===== config.mk =====
export PLATFORM = sky130hd
export DESIGN_NAME = skt_cell
export DESIGN_NICKNAME = d
export VERILOG_FILES = /design/src/rtl/skt_pkg.sv /design/src/rtl/skt_cell.sv
export SDC_FILE = /design/constraint.sdc
export NUM_CORES = 1
export LEC_CHECK = 0
export BUFFER_PORTS_ARGS = -buffer_cell sky130_fd_sc_hd__buf_2
export CORE_AREA = 2 2 192 194
export CTS_CLUSTER_DIAMETER = 60
export DETAILED_ROUTE_END_ITERATION = 7
export DIE_AREA = 0 0 194 196
export PLACE_DENSITY = 0.45
export SETUP_SLACK_MARGIN = 0.15
export SYNTH_ARGS = -nofsm -noshare
export SYNTH_HDL_FRONTEND = slang
export SYNTH_SLANG_ARGS = --single-unit

===== constraint.sdc =====
create_clock -name clk -period 9.9 [get_ports clk]
set_input_delay 0.495 -clock clk [delete_from_list [all_inputs] [get_ports clk]]
set_output_delay 0.495 -clock clk [all_outputs]
set_load 0.01 [all_outputs]

===== src/rtl/skt_pkg.sv =====
`timescale 1ns / 1ps

package skt_pkg;

  localparam int KEY_W    = 32;
  localparam int ACT_W    = 3;
  localparam int STATUS_W = 2;
  localparam int OUT_PW   = 64;

  // command codes
  localparam logic [ACT_W-1:0] ACT_INSERT = 3'd0;
  localparam logic [ACT_W-1:0] ACT_LOOKUP = 3'd1;
  localparam logic [ACT_W-1:0] ACT_LIST   = 3'd2;
  localparam logic [ACT_W-1:0] ACT_UPDATE = 3'd3;
  localparam logic [ACT_W-1:0] ACT_DELETE = 3'd4;

  // result status codes
  localparam logic [STATUS_W-1:0] ST_OK    = 2'd0;
  localparam logic [STATUS_W-1:0] ST_MISS  = 2'd1;
  localparam logic [STATUS_W-1:0] ST_FULL  = 2'd2;
  localparam logic [STATUS_W-1:0] ST_EMPTY = 2'd3;

  // control broadcast to every cell of the chain
  typedef struct packed {
    logic             ins;
    logic             rot;
    logic [KEY_W-1:0] key;
  } skt_cmd_t;

endpackage


===== src/rtl/skt_cell.sv =====
`timescale 1ns / 1ps

module skt_cell import skt_pkg::*; #(
  parameter int IDX = 0,
  parameter int CW  = 5,
  parameter int PW  = 64
) (
  input  logic             clk,
  input  skt_cmd_t         cmd,
  input  logic [CW-1:0]    cnt,
  input  logic [PW-1:0]    new_pay,
  input  logic             prev_le,
  input  logic [KEY_W-1:0] prev_key,
  input  logic [PW-1:0]    prev_pay,
  input  logic [KEY_W-1:0] nb_key,
  input  logic [PW-1:0]    nb_pay,
  input  logic [KEY_W-1:0] wrap_key,
  input  logic [PW-1:0]    wrap_pay,
  output logic             le,
  output logic [KEY_W-1:0] key_q,
  output logic [PW-1:0]    pay_q
);

  logic [KEY_W-1:0] key_r, key_nxt;
  logic [PW-1:0]    pay_r, pay_nxt;
  logic             valid;
  logic             wrap_sel;

  assign valid    = CW'(IDX) < cnt;
  assign wrap_sel = CW'(IDX + 1) == cnt;
  // entry sorts at or before the new key: it stays where it is
  assign le       = valid && ($signed(key_r) <= $signed(cmd.key));

  always_comb begin
    key_nxt = key_r;
    pay_nxt = pay_r;
    if (cmd.ins) begin
      if (!le) begin
        if (prev_le) begin
          key_nxt = cmd.key;
          pay_nxt = new_pay;
        end else begin
          key_nxt = prev_key;
          pay_nxt = prev_pay;
        end
      end
    end else if (cmd.rot) begin
      if (wrap_sel) begin
        key_nxt = wrap_key;
        pay_nxt = wrap_pay;
      end else begin
        key_nxt = nb_key;
        pay_nxt = nb_pay;
      end
    end
  end

  always_ff @(posedge clk) begin
    key_r <= key_nxt;
    pay_r <= pay_nxt;
  end

  assign key_q = key_r;
  assign pay_q = pay_r;

endmodule


=== Word level (Yosys, flattened, before mapping) ===
Index checks and enable logic that the tools add are counted.

* Register bits: 96
* Input bits: 393
* Output and inout bits: 97
* Logic and storage cells: 19

* Magnitude comparators: 2
* Equality and inequality tests: 2
* Mux-type cells: 10
* Reduce and logical (&&, ||, !) cells: 3

{| class="wikitable"
|+ Operators with widths
! operator !! count
|-
| 64-bit 2-to-1 mux || 5
|-
| 32-bit 2-to-1 mux || 5
|-
| 32-bit less-or-equal comparator || 1
|-
| 1-bit by 5-bit equality test with 1-bit output (first input constant) || 1
|-
| 1-bit by 5-bit less-than comparator with 1-bit output (first input constant) || 1
|-
| 2-bit inequality test (second input constant) || 1
|-
| 2-bit AND reduction || 1
|-
| 2-bit nonzero test || 1
|-
| 1-bit logical AND || 1
|}

=== Logic depth before layout (Yosys ltp) ===
* Depth after elaboration: 4
* Depth in mapped cells: 8
* Depth with buffers taken out: 8

=== Least setup slack after synthesis ===
No wires, ideal clock.

* Path kind: input port to flip-flop
* Start: in cmd[15] (netlist bit)
* End: reg key_r[0], in the netlist key_q[0], enable pin
* Setup time: 0.608 ns
* Data arrival time: 6.566 ns
* Required time: 9.292 ns
* Setup slack: 2.726 ns
* Stages on the path: 8
* Buffers on the path: 0
* Cell sequence: inv_1 > ha_1 > nand4_1 > nor4_1 > a21boi_1 > o41ai_1 > a31o_1 > a31oi_1

* Cells in the longest elaborated chain, start to end: 4

{| class="wikitable"
|+ Ends and longest elaborated chain
! element !! RTL line !! RTL
|-
| start, declared || skt_cell.sv:9 || <nowiki>input skt_cmd_t cmd,</nowiki>
|-
| 32-bit less-or-equal comparator || skt_cell.sv:32 || <nowiki>assign le = valid && ($signed(key_r) <= $signed(cmd.key));</nowiki>
|-
| 1-bit logical AND || skt_cell.sv:32 ||
|-
| 2-bit inequality test (no line) || -- ||
|-
| 2-bit AND reduction (no line) || -- ||
|-
| end signal, assigned || skt_cell.sv:59 || <nowiki>key_r <= key_nxt;</nowiki>
|-
| end, declared || skt_cell.sv:24 || <nowiki>logic [KEY_W-1:0] key_r, key_nxt;</nowiki>
|}

No other way between the ends.
A chain may end at the register's enable or synchronous reset.

=== Worst setup path after layout ===
* Start: reg key_r[31], in the netlist key_q[31]
* End: reg key_r[11], in the netlist key_q[11], enable pin

* Cells in the longest elaborated chain, start to end: 4

{| class="wikitable"
|+ Ends and longest elaborated chain
! element !! RTL line
|-
| 32-bit less-or-equal comparator || skt_cell.sv:32
|-
| 1-bit logical AND || skt_cell.sv:32
|-
| 2-bit inequality test (no line) || --
|-
| 2-bit AND reduction (no line) || --
|}

No other way between the ends.

==> flow_summary.toml <==
[die]
die_area_sq_um = 38000
die_x_um = 194
core-area_sq_um = 36100
rows = 70
start_util = 0.193
fp.dieH_um = 196
io_pins = 490

[status]
status = "completed"

[grt]
grt_start_max_net_pins = 72
overflow = 0
antenna_found_initial = 3
track_usage = 0.156
grt_pass1_wl_um = 44600
grt_pass1_vias = 7271

[timing]
fin_setup_tns_ns = 0
post-route-period-util = 0.404
slew_viol_final = 0
skew_ns = 0.0105
setup_viol = 0
holdWs_ns = 0.467
max_slew_margin = 0.427
worst_pin_slew_ns = 0.859
hold_viol_final = 0
timing.fmax_mhz = 250
rsz0062_at_grt = "false"
layout_min_cycle_time_ns = 4.00

[critical_path]
cp_cell_sequence = "ha_1, nand4_1, nor4_1, o41ai_1, a31o_1, a31oi_4, buf_4, buf_4"
worstPathArrival_ns = 3.99
crit_path_max_incr_delay_ns = 0.68
worstSetupPathType = "reg -> reg"
required_ns = 9.90
worst_setup_path_end_kind = "flip-flop"
critPathLaunchType = "flip-flop"
cp_num_buf_inv = 2
cpMostUsedCell = "buf_4"
critPathTopFamily = "buffers and inverters"
critPathMaxFanout = 51
crit_slowest_cell = "buf_4"

[flow_run]
drv_cap = 0

[cts]
clock_latency_ns = 0.37
cts_hold_buf = 0
cts_max_level = 3
path_clk_slew_ns = 0.07
post_cts_resized = 0
cts.sinks = 96
cts_root_buf = "clkbuf_16"
cts_tree = "done"
numCtsBuffers = 9
cts_buffer_depth = 2
post_cts_buffers = 0

[layout]
final_cell_count_no_fill = 1585
fin_nets = 1535
syn_to_final_growth_pct = 45.5
multi_input_area_sq_um = 3680
fillCellCount = 3935
drive_gt1_frac = 0.489
area.sequential_sq_um = 2880

[logic_synthesis]
yosysUniqueCellTypes = 35
synth_warnings = 0
syn-num-nets = 1090
yosysSeqAreaShare = 0.415
syn_area_sq_um = 6950
syn_avg_cell_area_sq_um = 10.5
yosys_register_bits = 96
netlist_instances = 665

[route]
antenna_left = 0
avgViaCountPerCell = 4.53
route.detailed.drc = 0
wl_per_cell_um = 19.3
num_vias = 7174
drt_iter0_drc = 168
dr.pass1.iters = 6
drt_wl_total_um = 30600

[power_and_ir_drop]
total_power_mw = 1.31
p_leak_nw = 5.02
powerDensity_nw_per_um2 = 129
max-vdd-ir-drop_mv = 0.0830

[placed_design]
placedCellCount = 1567
io_buffers = 489
gp_congestion = 0.811
dp_hpwl_um = 23700

[worst_hold_path]
hold_path.class = "in -> reg"
## final timing paths
path              startpoint        end  slack, ns  depth (start not counted)
setup / recovery   key_q[31]  key_q[11]       5.91                          8
hold / removal    nb_pay[15]  pay_q[15]       0.47                          3
setup reg to reg   key_q[31]  key_q[11]       5.91                          8
hold reg to reg     key_q[2]  key_q[14]       1.59                          6
## synth_stat cells
cell type | count | area, sq um
a21oi_1 | 104 | 521
o21bai_1 | 1 | 7.51
a31oi_1 | 1 | 6.26
a22o_1 | 1 | 8.76
nand2_2 | 1 | 6.26
edfxtp_1 | 96 | 2880
inv_1 | 32 | 120
o41ai_1 | 1 | 8.76
nor2b_1 | 1 | 6.26
buf_6 | 4 | 45.0
buf_4 | 3 | 22.5
buf_1 | 5 | 18.8
o22ai_1 | 2 | 12.5
nand2_1 | 5 | 18.8
a211oi_1 | 70 | 526
nor4_4 | 1 | 21.3
nand2b_1 | 3 | 18.8
nor4b_1 | 1 | 8.76
clkbuf_1 | 45 | 169
and2_1 | 1 | 6.26
and3_1 | 96 | 601
nor4_1 | 2 | 12.5
nand3_1 | 1 | 5.00
mux2i_1 | 96 | 961
o211ai_1 | 1 | 7.51
ha_1 | 32 | 400
a211oi_2 | 30 | 375
a31o_1 | 1 | 8.76
clkbuf_2 | 1 | 5.00
a21boi_1 | 1 | 7.51
buf_2 | 6 | 30.0
o21ai_0 | 5 | 25.0
a21o_1 | 2 | 15.0
nor2_1 | 6 | 22.5
nand4_1 | 7 | 43.8
## registers in the layout, indices dropped and copies added, names as in the netlist
signal  cells
key_q      32
pay_q      64
## worst register-to-register path, cell delays in order (launching register included)
cell and delay, ns:
edfxtp_1 0.40, ha_1 0.47, nand4_1 0.17, nor4_1 0.55, o41ai_1 0.20, a31o_1 0.28
a31oi_4 0.17, buf_4 0.53, buf_4 0.74
## layout by cell type, fill, tap and decap left out, drive strengths merged, types with 2 or more instances in the layout
cell,instances
nand2b,3
clkbuf,11
ha,32
nand4,7
a21oi,104
inv,32
a21o,2
and3,96
o21ai,5
nor2,6
nand2,6
nor4,3
a211oi,100
o22ai,2
bufinv,2
mux2i,96
diode,2
edfxtp,96
buf,498
clkinv,2
## metrics by stage
step	worst slack [ns]	area (sq um)	util
6_report	5.91	10100	0.280
5_1_grt	5.64	10100	0.280
4_1_cts	5.80	10100	0.280
3_5_place_dp	5.56	9800	0.271
3_3_place_gp	5.71	9800	0.271
2_1_floorplan	2.73	6950	-
## layout make-up
type,instances,share of cell area
Sequential cell,96,0.285
Timing Repair Buffer,498,0.250
Antenna cell,2,0.000495
Clock buffer,11,0.0230
Tap cell,468,0.0579
Inverter,32,0.0119
Multi-Input combinational cell,473,0.364
Clock inverter,5,0.00804
## cell families (layout without fill, tap and decap cells)
| kind of cell | after synthesis | in the layout | share of synthesized area |
|---|---|---|---|
| buffers and inverters | 96 | 546 | 0.0590 |
| AO/OA/AOI/OAI | 220 | 220 | 0.220 |
| multiplexers | 96 | 96 | 0.138 |
| AND/OR/NAND/NOR | 125 | 125 | 0.111 |
| other | 0 | 2 | 0 |
| flip-flops | 96 | 96 | 0.415 |
| adder cells (fa/ha/maj) | 32 | 32 | 0.0576 |
## metal layers
layer / up-vias / wire length [um] / GRT usage
met5: - / 10 / 0
met4: 2 / 615 / 0.0544
met3: 30 / 2220 / 0.0399
met2: 334 / 15100 / 0.272
met1: 3325 / 12700 / 0.186
li1: 3483 / - / -
## power breakdown
part | switching [mW] | internal [mW] | leakage, nW
clock | 0.170 | 0.222 | 0.150
combinational | 0.212 | 0.161 | 3.94
sequential | 0.0197 | 0.523 | 0.938
total | 0.401 | 0.906 | 5.02
No activity file was read; power rests on OpenSTA's default activity.
